### config.mk
export PLATFORM = sky130hd
export DESIGN_NAME = circular_arc_angle_clamp_flat
export DESIGN_NICKNAME = d
export VERILOG_FILES = /design/src/caac_pkg.sv /design/src/caac_query_if.sv /design/src/caac_result_if.sv /design/src/circular_arc_angle_clamp.sv /design/src/caac_inside_test.sv /design/src/caac_clamp.sv /design/src/flat_wrapper.sv
export SDC_FILE = /design/constraint.sdc
export NUM_CORES = 1
export LEC_CHECK = 0
export BUFFER_PORTS_ARGS = -buffer_cell sky130_fd_sc_hd__clkbuf_2
export CORE_MARGIN = 4
export CORE_UTILIZATION = 59
export CTS_CLUSTER_SIZE = 14
export DETAILED_ROUTE_END_ITERATION = 10
export PLACE_DENSITY = 0.78
export SKIP_LAST_GASP = 1
export SLEW_MARGIN = 20
export SYNTH_ARGS = -nofsm -noshare
export SYNTH_HDL_FRONTEND = slang
export SYNTH_SLANG_ARGS = --single-unit
export TNS_END_PERCENT = 50
### constraint.sdc
create_clock -name clk -period 12.85 [get_ports clk]
set_input_delay 1.9275 -clock clk [delete_from_list [all_inputs] [get_ports clk]]
set_output_delay 1.9275 -clock clk [all_outputs]
set_load 0.02 [all_outputs]
### src/caac_pkg.sv
// ----------------------------------------------------------------------------
// caac_pkg: shared types and constants of the circular arc angle clamp
// Field types, request and result structs, and the wrap constants.
// ----------------------------------------------------------------------------
package caac_pkg;

    typedef logic [11:0]        angle_t;
    typedef logic [9:0]         margin_t;
    typedef logic signed [13:0] arith_t;

    typedef struct packed {
        angle_t  angle;
        angle_t  arc_start;
        angle_t  arc_end;
        margin_t margin;
    } query_t;

    typedef struct packed {
        logic   inside_res;
        angle_t adjusted_angle;
    } result_t;

    // Inside test wraps by a full turn; clamp and midpoint wrap by one less.
    localparam arith_t WRAP_FULL  = 14'sd4096;
    localparam arith_t WRAP_CLAMP = 14'sd4095;
    localparam arith_t DIST_FOLD  = 14'sd2049;
    localparam arith_t DIST_REF   = 14'sd4095;

    function automatic arith_t to_arith(input angle_t x);
        to_arith = $signed({2'b00, x});
    endfunction

endpackage

### src/caac_query_if.sv
// ----------------------------------------------------------------------------
// caac_query_if: request channel of the arc clamp
// Valid/ready handshake carrying the angle and the arc description.
// ----------------------------------------------------------------------------
interface caac_query_if import caac_pkg::*; ();
    logic    valid;
    logic    ready;
    angle_t  angle;
    angle_t  arc_start;
    angle_t  arc_end;
    margin_t margin;

    modport source (output valid, output angle, output arc_start, output arc_end,
                    output margin, input ready);
    modport sink   (input valid, input angle, input arc_start, input arc_end,
                    input margin, output ready);
endinterface

### src/caac_result_if.sv
// ----------------------------------------------------------------------------
// caac_result_if: result channel of the arc clamp
// Valid/ready handshake carrying the inside flag and the adjusted angle.
// ----------------------------------------------------------------------------
interface caac_result_if import caac_pkg::*; ();
    logic   valid;
    logic   ready;
    logic   inside_res;
    angle_t adjusted_angle;

    modport source (output valid, output inside_res, output adjusted_angle,
                    input ready);
    modport sink   (input valid, input inside_res, input adjusted_angle,
                    output ready);
endinterface

### src/circular_arc_angle_clamp.sv
// ----------------------------------------------------------------------------
// circular_arc_angle_clamp: angle test and clamp against a circular arc
// Input register, single combinational pass, result register.
// ----------------------------------------------------------------------------
// Path: input register, combinational logic, result register. Throughput:
// one request per cycle unless the output stalls; the input and result
// registers form a two-entry pipeline, so a request is taken while a result
// waits if the input register is empty.
// Reset: rst_n clears both valid flags; payload registers are not reset.
module circular_arc_angle_clamp
    import caac_pkg::*;
#(
    parameter int CLAMP_INSET = 10
)
(
    input  logic          clk,
    input  logic          rst_n,
    caac_query_if.sink    query,
    caac_result_if.source result
);

    query_t  query_reg;
    logic    query_valid_reg;
    result_t result_reg, result_next;
    logic    result_valid_reg;
    logic    advance;
    logic    in_arc;
    angle_t  clamped;

    assign advance     = !result_valid_reg || result.ready;
    assign query.ready = !query_valid_reg || advance;

    caac_inside_test u_inside
    (
        .q      (query_reg),
        .in_arc (in_arc)
    );

    caac_clamp #(.CLAMP_INSET(CLAMP_INSET)) u_clamp
    (
        .q       (query_reg),
        .clamped (clamped)
    );

    always_comb
    begin
        result_next.inside_res     = in_arc;
        result_next.adjusted_angle = in_arc ? query_reg.angle : clamped;
    end

    always_ff @(posedge clk or negedge rst_n)
    begin
        if (!rst_n)
        begin
            query_valid_reg  <= 1'b0;
            result_valid_reg <= 1'b0;
        end
        else
        begin
            if (query.ready)
                query_valid_reg <= query.valid;
            if (advance)
                result_valid_reg <= query_valid_reg;
        end
    end

    // hold payloads while stalled
    always_ff @(posedge clk)
    begin
        if (query.valid && query.ready)
        begin
            query_reg.angle     <= query.angle;
            query_reg.arc_start <= query.arc_start;
            query_reg.arc_end   <= query.arc_end;
            query_reg.margin    <= query.margin;
        end
        if (advance && query_valid_reg)
            result_reg <= result_next;
    end

    assign result.valid          = result_valid_reg;
    assign result.inside_res     = result_reg.inside_res;
    assign result.adjusted_angle = result_reg.adjusted_angle;

endmodule

### src/caac_inside_test.sv
// ----------------------------------------------------------------------------
// caac_inside_test: inside test against the arc shrunk by the margin
// Handles plain arcs and the four wrap cases of arcs that run past zero.
// ----------------------------------------------------------------------------
module caac_inside_test
    import caac_pkg::*;
(
    input  query_t q,
    output logic   in_arc
);

    arith_t a, s, e, lo, hi, lo_w, hi_w;
    logic   lo_wraps, hi_wraps;

    always_comb
    begin
        a  = to_arith(q.angle);
        s  = to_arith(q.arc_start);
        e  = to_arith(q.arc_end);
        lo = s + $signed({4'b0000, q.margin});
        hi = e - $signed({4'b0000, q.margin});
        lo_wraps = (lo >= WRAP_FULL);
        hi_wraps = (hi < 14'sd0);
        lo_w = lo_wraps ? lo - WRAP_FULL : lo;
        hi_w = hi_wraps ? hi + WRAP_FULL : hi;

        priority if (e >= s)
        begin
            in_arc = (lo < hi) && (a >= lo) && (hi >= a);
        end
        else if (!lo_wraps && !hi_wraps)
        begin
            in_arc = (a >= lo_w) || (hi_w >= a);
        end
        else if (lo_wraps && hi_wraps)
        begin
            in_arc = 1'b0;
        end
        else
        begin
            in_arc = (lo_w < hi_w) && (a >= lo_w) && (hi_w >= a);
        end
    end

endmodule

### src/caac_clamp.sv
// ----------------------------------------------------------------------------
// caac_clamp: clamp of an outside angle toward the nearer arc end
// Picks the nearer end by circular distance, steps inward, falls back to
// the arc midpoint when the stepped point leaves the arc.
// ----------------------------------------------------------------------------
module caac_clamp
    import caac_pkg::*;
#(
    parameter int CLAMP_INSET = 10
)
(
    input  query_t q,
    output angle_t clamped
);

    localparam arith_t INSET = $signed({4'b0000, 10'(CLAMP_INSET)});

    function automatic arith_t circ_dist(input arith_t x, input arith_t y);
        arith_t d;
        d = x - y;
        if (d < 14'sd0)
            d = -d;
        if (d >= DIST_FOLD)
            d = DIST_REF - d;
        circ_dist = d;
    endfunction

    arith_t a, s, e, lo, hi, v, mid, span, t;
    logic   leaves_arc;

    always_comb
    begin
        a  = to_arith(q.angle);
        s  = to_arith(q.arc_start);
        e  = to_arith(q.arc_end);
        lo = s + INSET;
        hi = e - INSET;
        if (lo >= WRAP_FULL)
            lo = lo - WRAP_CLAMP;
        if (hi < 14'sd0)
            hi = hi + WRAP_CLAMP;
        // ties go to the start end
        v = (circ_dist(e, a) >= circ_dist(s, a)) ? lo : hi;

        span = (e - s) + WRAP_CLAMP;
        t    = (span >>> 1) + s;
        if (t >= WRAP_FULL)
            t = t - WRAP_CLAMP;
        mid = (e >= s) ? ((s + e) >>> 1) : t;

        if (e >= s)
            leaves_arc = (v < s) || (e < v);
        else
            leaves_arc = (v < s) && (e < v);

        clamped = leaves_arc ? mid[11:0] : v[11:0];
    end

endmodule

### src/flat_wrapper.sv
// flat-port wrapper written by rule: the top's interface ports become plain ports
module circular_arc_angle_clamp_flat import caac_pkg::*;
#(
    parameter int CLAMP_INSET = 10
)
  (clk, rst_n, query_valid, query_angle, query_arc_start, query_arc_end, query_margin, query_ready, result_valid, result_inside_res, result_adjusted_angle, result_ready);
  caac_query_if query_i ();
  caac_result_if result_i ();
  input  logic clk;
  input  logic rst_n;
  input wire logic [$bits(query_i.valid)-1:0] query_valid;
  input wire logic [$bits(query_i.angle)-1:0] query_angle;
  input wire logic [$bits(query_i.arc_start)-1:0] query_arc_start;
  input wire logic [$bits(query_i.arc_end)-1:0] query_arc_end;
  input wire logic [$bits(query_i.margin)-1:0] query_margin;
  output wire logic [$bits(query_i.ready)-1:0] query_ready;
  output wire logic [$bits(result_i.valid)-1:0] result_valid;
  output wire logic [$bits(result_i.inside_res)-1:0] result_inside_res;
  output wire logic [$bits(result_i.adjusted_angle)-1:0] result_adjusted_angle;
  input wire logic [$bits(result_i.ready)-1:0] result_ready;
  assign query_i.valid = query_valid;
  assign query_i.angle = query_angle;
  assign query_i.arc_start = query_arc_start;
  assign query_i.arc_end = query_arc_end;
  assign query_i.margin = query_margin;
  assign query_ready = query_i.ready;
  assign result_valid = result_i.valid;
  assign result_inside_res = result_i.inside_res;
  assign result_adjusted_angle = result_i.adjusted_angle;
  assign result_i.ready = result_ready;
  circular_arc_angle_clamp #(.CLAMP_INSET(CLAMP_INSET)) u_core (.clk(clk), .rst_n(rst_n), .query(query_i), .result(result_i));
endmodule
# After elaboration in Yosys (flattened, before gate mapping)
# Cells that the tools add are included.
# op_classes
add_sub_neg	19
magnitude_cmp	19
n_mux	17
reduce_logical	17
# ops
operator	count
two-way mux 14 bit	9
< comparator 13 x 1 -> 1 bit (second input constant)	4
two-way mux 12 bit	4
>= comparator 14 bit (second input constant)	3
subtractor 12 x 12 -> 13 bit	3
adder 13 x 13 -> 14 bit (second input constant)	2
>= comparator 13 x 14 -> 1 bit	2
>= comparator 14 x 13 -> 1 bit (second input constant)	2
< comparator 14 x 13 -> 1 bit	2
negation 13 -> 14 bit	2
subtractor 13 x 14 -> 14 bit (first input constant)	2
adder 13 x 13 -> 14 bit	1
adder 13 x 14 -> 14 bit (second input constant)	1
>= comparator 14 x 13 -> 1 bit	1
>= comparator 14 bit	1
< comparator 13 x 14 -> 1 bit	1
< comparator 14 bit	1
subtractor 14 x 13 -> 14 bit (second input constant)	1
subtractor 14 bit (second input constant)	1
adder 12 x 10 -> 13 bit	1
adder 12 x 12 -> 13 bit	1
adder 12 x 4 -> 13 bit (second input constant)	1
>= comparator 13 bit	1
subtractor 12 x 10 -> 13 bit	1
7 further kinds	24
# word_totals
ff_bits	61
inputBits	50
elab_cells	80

# Depth between registers and ports, before layout
# Gate-level depths: netlist (run 1).
# logic_depth
word_depth	12
mapped_depth	40

# Cells and area by module
# A second synthesis (run 1) with hierarchy kept.
# hier_totals
hier_cells	1340
area_unflattened_um2	11227.0
# by_module_without_submodules
mod	instances	cells_per_inst	area_each_um2	seq_area_each_um2
caac_clamp	1	919	6730.2	0.0
caac_inside_test	1	341	2452.4	0.0
circular_arc_angle_clamp	1	80	2044.5	1821.7

# Worst setup path before layout (run 1)
# Ideal clock, no wire load.
# synth_timing
path_kind	register -> register
startpoint	register u_core.query_reg[23] (netlist bit)
endpoint	register u_core.result_reg, in the netlist u_core.result.adjusted_angle[5], data pin
t_arrival_ps	8892
path_slack_ps	3697
path_stages_with_launch	39
cell_sequence	edfxtp_1 -> inv_1 -> fa_1 -> nand2b_1 -> a21oi_1 -> o21a_1 -> o41a_1 -> o31a_1 -> o211ai_1 -> and2_1 -> clkbuf_1 -> nand4b_1 -> ha_1 -> inv_1 -> or4_1 -> o21ai_1 -> a31oi_1 -> buf_2 -> (+3 left out) -> or4_1 -> o211ai_1 -> mux2_2 -> clkbuf_1 -> clkbuf_1 -> buf_1 -> nor2_1 -> a21oi_1 -> ha_1 -> a21o_1 -> a21oi_1 -> nor2b_1 -> o21ai_0 -> nand2b_1 -> a2111oi_1 -> maj3_2 -> nor2_1 -> a221o_1
# synth_rtl
item	line	source
from (decl)	circular_arc_angle_clamp.sv:22	query_t query_reg;
to (signal assigned)	circular_arc_angle_clamp.sv:78	result_reg <= result_next;
to (decl)	circular_arc_angle_clamp.sv:24	result_t result_reg, result_next;

==> flow_summary.toml, run 1 <==
[outcome]
run_status = "completed"

[worst_setup_path]
cp_data_arrival_time_ns = 9.67
crit_slowest_cell = "a311oi_1"
path_delay_family = "simple AND/OR/NAND/NOR gates"
critPathMaxFanout = 31
worstSetupStartpoint = "u_core.query_reg[10]"
cp-end-kind = "flop"
slowest_delay_ns = 0.87
worstSetupPathType = "reg -> reg"
critPathBufInv = 2
r2r-start = "u_core.query_reg[10]"
cp_common_cell = "ha_1"
critPathRequiredTime_ns = 12.93
worstSetupStartpointType = "flop"

[clock_tree]
clk_pin_slew_ns = 0.07
cts_setup_buffers = 0
ctsHoldBuffers = 0
htree_levels = 3
worstSkewPairLatency_ns = 0.35
tritoncts = "built"
cts_root_buf = "clkbuf_16"
cts_buffers = 9
clock-sinks = 61
cts_resized = 0
clockBufferDepth = 2

[placed_design]
hpwl_um = 23670
gp_congestion = 1.067
place_area_um2 = 10810
portBuffers = 64

[global_route]
antenna_found_initial = 0
grt-ovfl-total = 0
grt_util_all_layers = 0.3077
grt_first_pass_wirelength_um = 48270
grt_pass1_vias = 9167
grt_max_degree = 47

[logic_synthesis]
synth_ff_type = "edfxtp_1"
synth_async_sr_flop_share = 0.03279
synth_area_um2 = 10230
yosys_warnings = 0
seq_area_frac_synth = 0.1781
synth-edff-count = 59
syn_area_per_cell_um2 = 8.210
synthesis.instances = 1246
synth_cell_types = 92
synth-seq-cells = 61

[power_and_ir_drop]
leakage_nw = 4.969
power.density_nw_per_um2 = 140.7
combPwrFrac = 0.667
clockPowerShare = 0.152
switchingPower_uw = 745.4
vdd_drop_max_mv = 0.09883
p_int_uw = 814.9
swShare = 0.4777
p_seq_frac = 0.181

[timing]
clock.fmax_ghz = 0.1043
period_share = 0.7464
clock_skew_ns = 0.009620
rsz0062_at_grt = "no"
finalHoldViolCount = 0
worst_slew_pin_slew_ns = 0.9715
period_needed_ns = 9.591
tns_ns = 0
slew_viol_final = 0
setup_violations = 0
max-slew-margin-rel = 0.3479

[cells_and_area]
mostFrequentLayoutCells = "159 x ha_1, 110 x inv_1, 95 x xnor2_1, 92 x a21oi_1, 82 x nor2_1"
final_common_cell = "ha_1"
fin_nets = 1522
largest_reg_flops = 46
finalInstanceArea_um2 = 11090
antenna_cells = 0
layout-drive-gt1-share = 0.09153
syn_to_final_growth_pct = 8.415

[routing]
vias_per_cell = 6.352
wirelength_um = 30540
drt_iter0_markers = 864
first_pass_iters = 5
ant_nets = 0
wl_per_cell_um = 19.94
drc = 0
vias = 9725

[floorplan]
die_w_um = 139.7
core_um2 = 16760
io_pins = 65
die_y_um = 139.7
row_count = 47
start_util = 0.6104
dieArea_um2 = 19510

[worst_hold_path]
hp-class = "reg -> reg"
min_from = "u_core.query_valid_reg"

[flow_run]
drv_cap = 0
per-stage QoR:
step	hold slack [ns]	std cells	util	worst slack, ns	power (mW)
global route	0.5142	1531	0.6617	2.823	1.690
floorplan	0.4490	1247	-	3.697	1.069
finish	0.4973	1531	0.6617	3.259	1.560
global placement	0.4628	1515	0.6449	3.595	1.282
detailed placement	0.4913	1515	0.6452	3.582	1.301
CTS	0.4941	1531	0.6617	3.489	1.546
final timing paths:
kind / endpoint / slack (ns) / cells past startpoint
max: u_core.result.adjusted_angle[6] / 3.26 / 34
min: u_core.result.valid / 0.50 / 1
max reg2reg: u_core.result.adjusted_angle[6] / 3.26 / 34
min reg2reg: u_core.result.valid / 0.50 / 1
max in group asynchronous: u_core.query_valid_reg / 11.39 / 1
min in group asynchronous: u_core.result.valid / 1.35 / 1
metal layers:
layer  share of wire  track usage
met4           0.035       0.1076
met3            0.11      0.06003
met2            0.43       0.4794
met1            0.42       0.4274
met5               0            0
Yosys cell counts (all sizes together), types with 7 or more instances:
cell type,instances,area (um^2)
a21o,35,262.8
nor3,26,135.1
or2,11,68.81
a31oi,10,68.81
or4,9,67.56
nand4,18,118.9
clkbuf,22,82.58
nor2b,13,81.33
o31ai,7,52.55
and2,19,118.9
o21ai,61,305.3
edfxtp,59,1772
o22ai,7,43.79
and3,11,68.82
a211o,7,61.31
inv,112,420.4
nor2,82,307.8
buf,10,60.06
o21a,26,195.2
nand3,25,125.1
o211ai,12,95.09
a21oi,92,460.4
nor4,14,93.84
or3,18,117.6
nand2b,23,143.9
mux2i,18,180.2
xor2,40,350.3
a2111oi,8,71.32
xnor2,95,832.1
a211oi,15,112.6
nand2,71,266.5
ha,159,1989
fa,7,140.1
o21bai,12,90.09
power by group through the flow:
| stage | clock, mW | combinational (mW) | sequential (mW) |
|---|---|---|---|
| global route | 0.251 | 1.15 | 0.284 |
| finish | 0.238 | 1.04 | 0.283 |
| detailed placement | 0 | 1.02 | 0.286 |
| global placement | 0 | 0.996 | 0.286 |
| CTS | 0.240 | 1.02 | 0.282 |
| floorplan | 0 | 0.767 | 0.302 |
logic make-up (layout without fill, tap and decap cells):
family                   count (synthesis)  after routing  synth area share
adder cells (fa/ha/maj)                168            168            0.2102
multiplexers                            20             20           0.01981
other                                    1              2         0.0003666
XOR/XNOR                               135            135            0.1156
buffers and inverters                  144            208           0.05504
AO/OA/AOI/OAI                          349            349            0.2282
flip-flops                              61             61            0.1781
AND/OR/NAND/NOR                        368            368            0.1926
final cells by class:
type                            instances  area (um^2)
Multi-Input combinational cell       1042         7858
Fill cell                            1451         5669
Sequential cell                        61         1822
Timing Repair Buffer                   80        440.4
Inverter                              112        420.4
Tap cell                              220        275.3
Clock buffer                            9        225.2
Clock inverter                          7        50.05
(Power assumes the default switching activity.)
==> run 2, diff against run 1 <==
clock period = 9.4 ns   (was 12.85 ns; I/O delays follow)
==> flow_summary.toml, run 2 (same netlist as run 1, synthesis figures left out) <==
[global_route]
grt_util_all_layers = 0.3133
antenna_found_initial = 0
grt_max_degree = 47
grt-ovfl-total = 0
grt_first_pass_wirelength_um = 48870
grt_pass1_vias = 9088

[worst_setup_path]
critPathRequiredTime_ns = 9.49
slowest_delay_ns = 0.53
worstSetupPathType = "reg -> reg"
critPathMaxFanout = 31
cp_data_arrival_time_ns = 8.85
worstSetupStartpointType = "flop"
cp-end-kind = "flop"
crit_slowest_cell = "or4_1"
cp_common_cell = "ha_1"

[timing]
period_needed_ns = 8.763
setup_violations = 0
clock.fmax_ghz = 0.1141
worst_slew_pin_slew_ns = 0.9806
tns_ns = 0
period_share = 0.9322
clock_skew_ns = 0.006623
max-slew-margin-rel = 0.3276
finalHoldViolCount = 0
slew_viol_final = 0
rsz0062_at_grt = "no"

[power_and_ir_drop]
combPwrFrac = 0.663
finalPower_mw = 2.191
switchingPower_mw = 1.041
swShare = 0.4751
clockPowerShare = 0.159
p_int_mw = 1.150
vdd_drop_max_mv = 0.1260
p_seq_frac = 0.178
power.density_nw_per_um2 = 195.6
leakage_nw = 5.036

[cells_and_area]
antenna_cells = 0
mostFrequentLayoutCells = "159 x ha_1, 110 x inv_1, 95 x xnor2_1, 92 x a21oi_1, 82 x nor2_1"
finalInstanceArea_um2 = 11200
syn_to_final_growth_pct = 9.491
layout-drive-gt1-share = 0.1006
final_common_cell = "ha_1"
fin_nets = 1533
largest_reg_flops = 46

[routing]
first_pass_iters = 5
wirelength_um = 31230
wl_per_cell_um = 20.25
ant_nets = 0
drt_iter0_markers = 975
drc = 0
vias_per_cell = 6.305
vias = 9723

[placed_design]
hpwl_um = 25440
portBuffers = 64
gp_congestion = 1.034
place_area_um2 = 10890

[floorplan]
die_w_um = 139.7
core_um2 = 16760
row_count = 47
dieArea_um2 = 19510
start_util = 0.6104
io_pins = 65
die_y_um = 139.7

[outcome]
run_status = "completed"

[flow_run]
drv_cap = 0

[clock_tree]
htree_levels = 3
clk_pin_slew_ns = 0.06
cts_root_buf = "clkbuf_16"
clockBufferDepth = 2
cts_buffers = 9
clock-sinks = 61
worstSkewPairLatency_ns = 0.34
tritoncts = "built"
cts_setup_buffers = 0

[worst_hold_path]
hp-class = "reg -> reg"
==> run 2: changes by cell type in the layout (fill, tap and decap cells not counted), sizes merged <==
cell	before	now
clkinvlp	1	2
clkinv	4	2
bufinv	0	1
buf	16	27
==> run 2: worst paths after layout <==
path | start | endpoint | slack [ns] | cells past startpoint
worst max-delay path | u_core.query_reg[22] | u_core.result.adjusted_angle[7] | 0.64 | 37
worst min-delay path | u_core.query_valid_reg | u_core.result.valid | 0.50 | 1
worst max register to register | u_core.query_reg[22] | u_core.result.adjusted_angle[7] | 0.64 | 37
worst min register to register | u_core.query_valid_reg | u_core.result.valid | 0.50 | 1
max in group asynchronous | rst_n | u_core.query_valid_reg | 8.46 | 1
min in group asynchronous | rst_n | u_core.result.valid | 0.84 | 1
==> run 2: cell type report <==
cell class / count / area [um^2]
Multi-Input combinational cell: 1042 / 7863
Tap cell: 220 / 275.3
Clock buffer: 9 / 225.2
Clock inverter: 7 / 72.57
Sequential cell: 61 / 1822
Fill cell: 1391 / 5559
Timing Repair Buffer: 91 / 523.0
Inverter: 112 / 420.4
==> run 2: power by group through the flow <==
| stage | Sequential (mW) | Combinational [mW] | Clock [mW] |
|---|---|---|---|
| final | 0.391 | 1.45 | 0.348 |
| after floorplan | 0.413 | 1.05 | 0 |
| after global placement | 0.394 | 1.40 | 0 |
| after CTS | 0.388 | 1.42 | 0.349 |
| after global routing | 0.393 | 1.61 | 0.364 |
| after detailed placement | 0.394 | 1.41 | 0 |
==> run 2: routing by layer <==
| layer | up-vias | GRT usage | wire length, um |
|---|---|---|---|
| li1 | 4724 | - | - |
| met1 | 4479 | 0.4297 | 13570 |
| met2 | 439 | 0.4804 | 13270 |
| met3 | 81 | 0.06964 | 2914 |
| met4 | 0 | 0.1244 | 1478 |
| met5 | - | 0 | 0 |
==> run 2: what timing repair did <==
action	CTS	global route
endpoints found under the setup margin	0	12
resized for setup	0	3
hold endpoints to repair	0	0
hold buffers	0	0
==> run 2: critical path: cells and delay by family, from the launching register on <==
family                   cells  cell delay, ns
AO/OA/AOI/OAI               15            2.90
XOR/XNOR                     1            0.15
adder cells (fa/ha/maj)      6            1.77
buffers and inverters        4            0.68
flip-flops                   1            0.41
multiplexers                 1            0.42
AND/OR/NAND/NOR             10            2.13
==> run 2: stage by stage <==
step	setup slack, ns	hold WS, ns	utilization	instances
after floorplan	0.2470	0.4490	-	1247
after global placement	0.6321	0.4738	0.6498	1526
after detailed placement	0.4785	0.4850	0.6498	1526
after CTS	0.4586	0.5070	0.6676	1542
after global routing	0.01419	0.5488	0.6683	1542
final	0.6370	0.4973	0.6683	1542
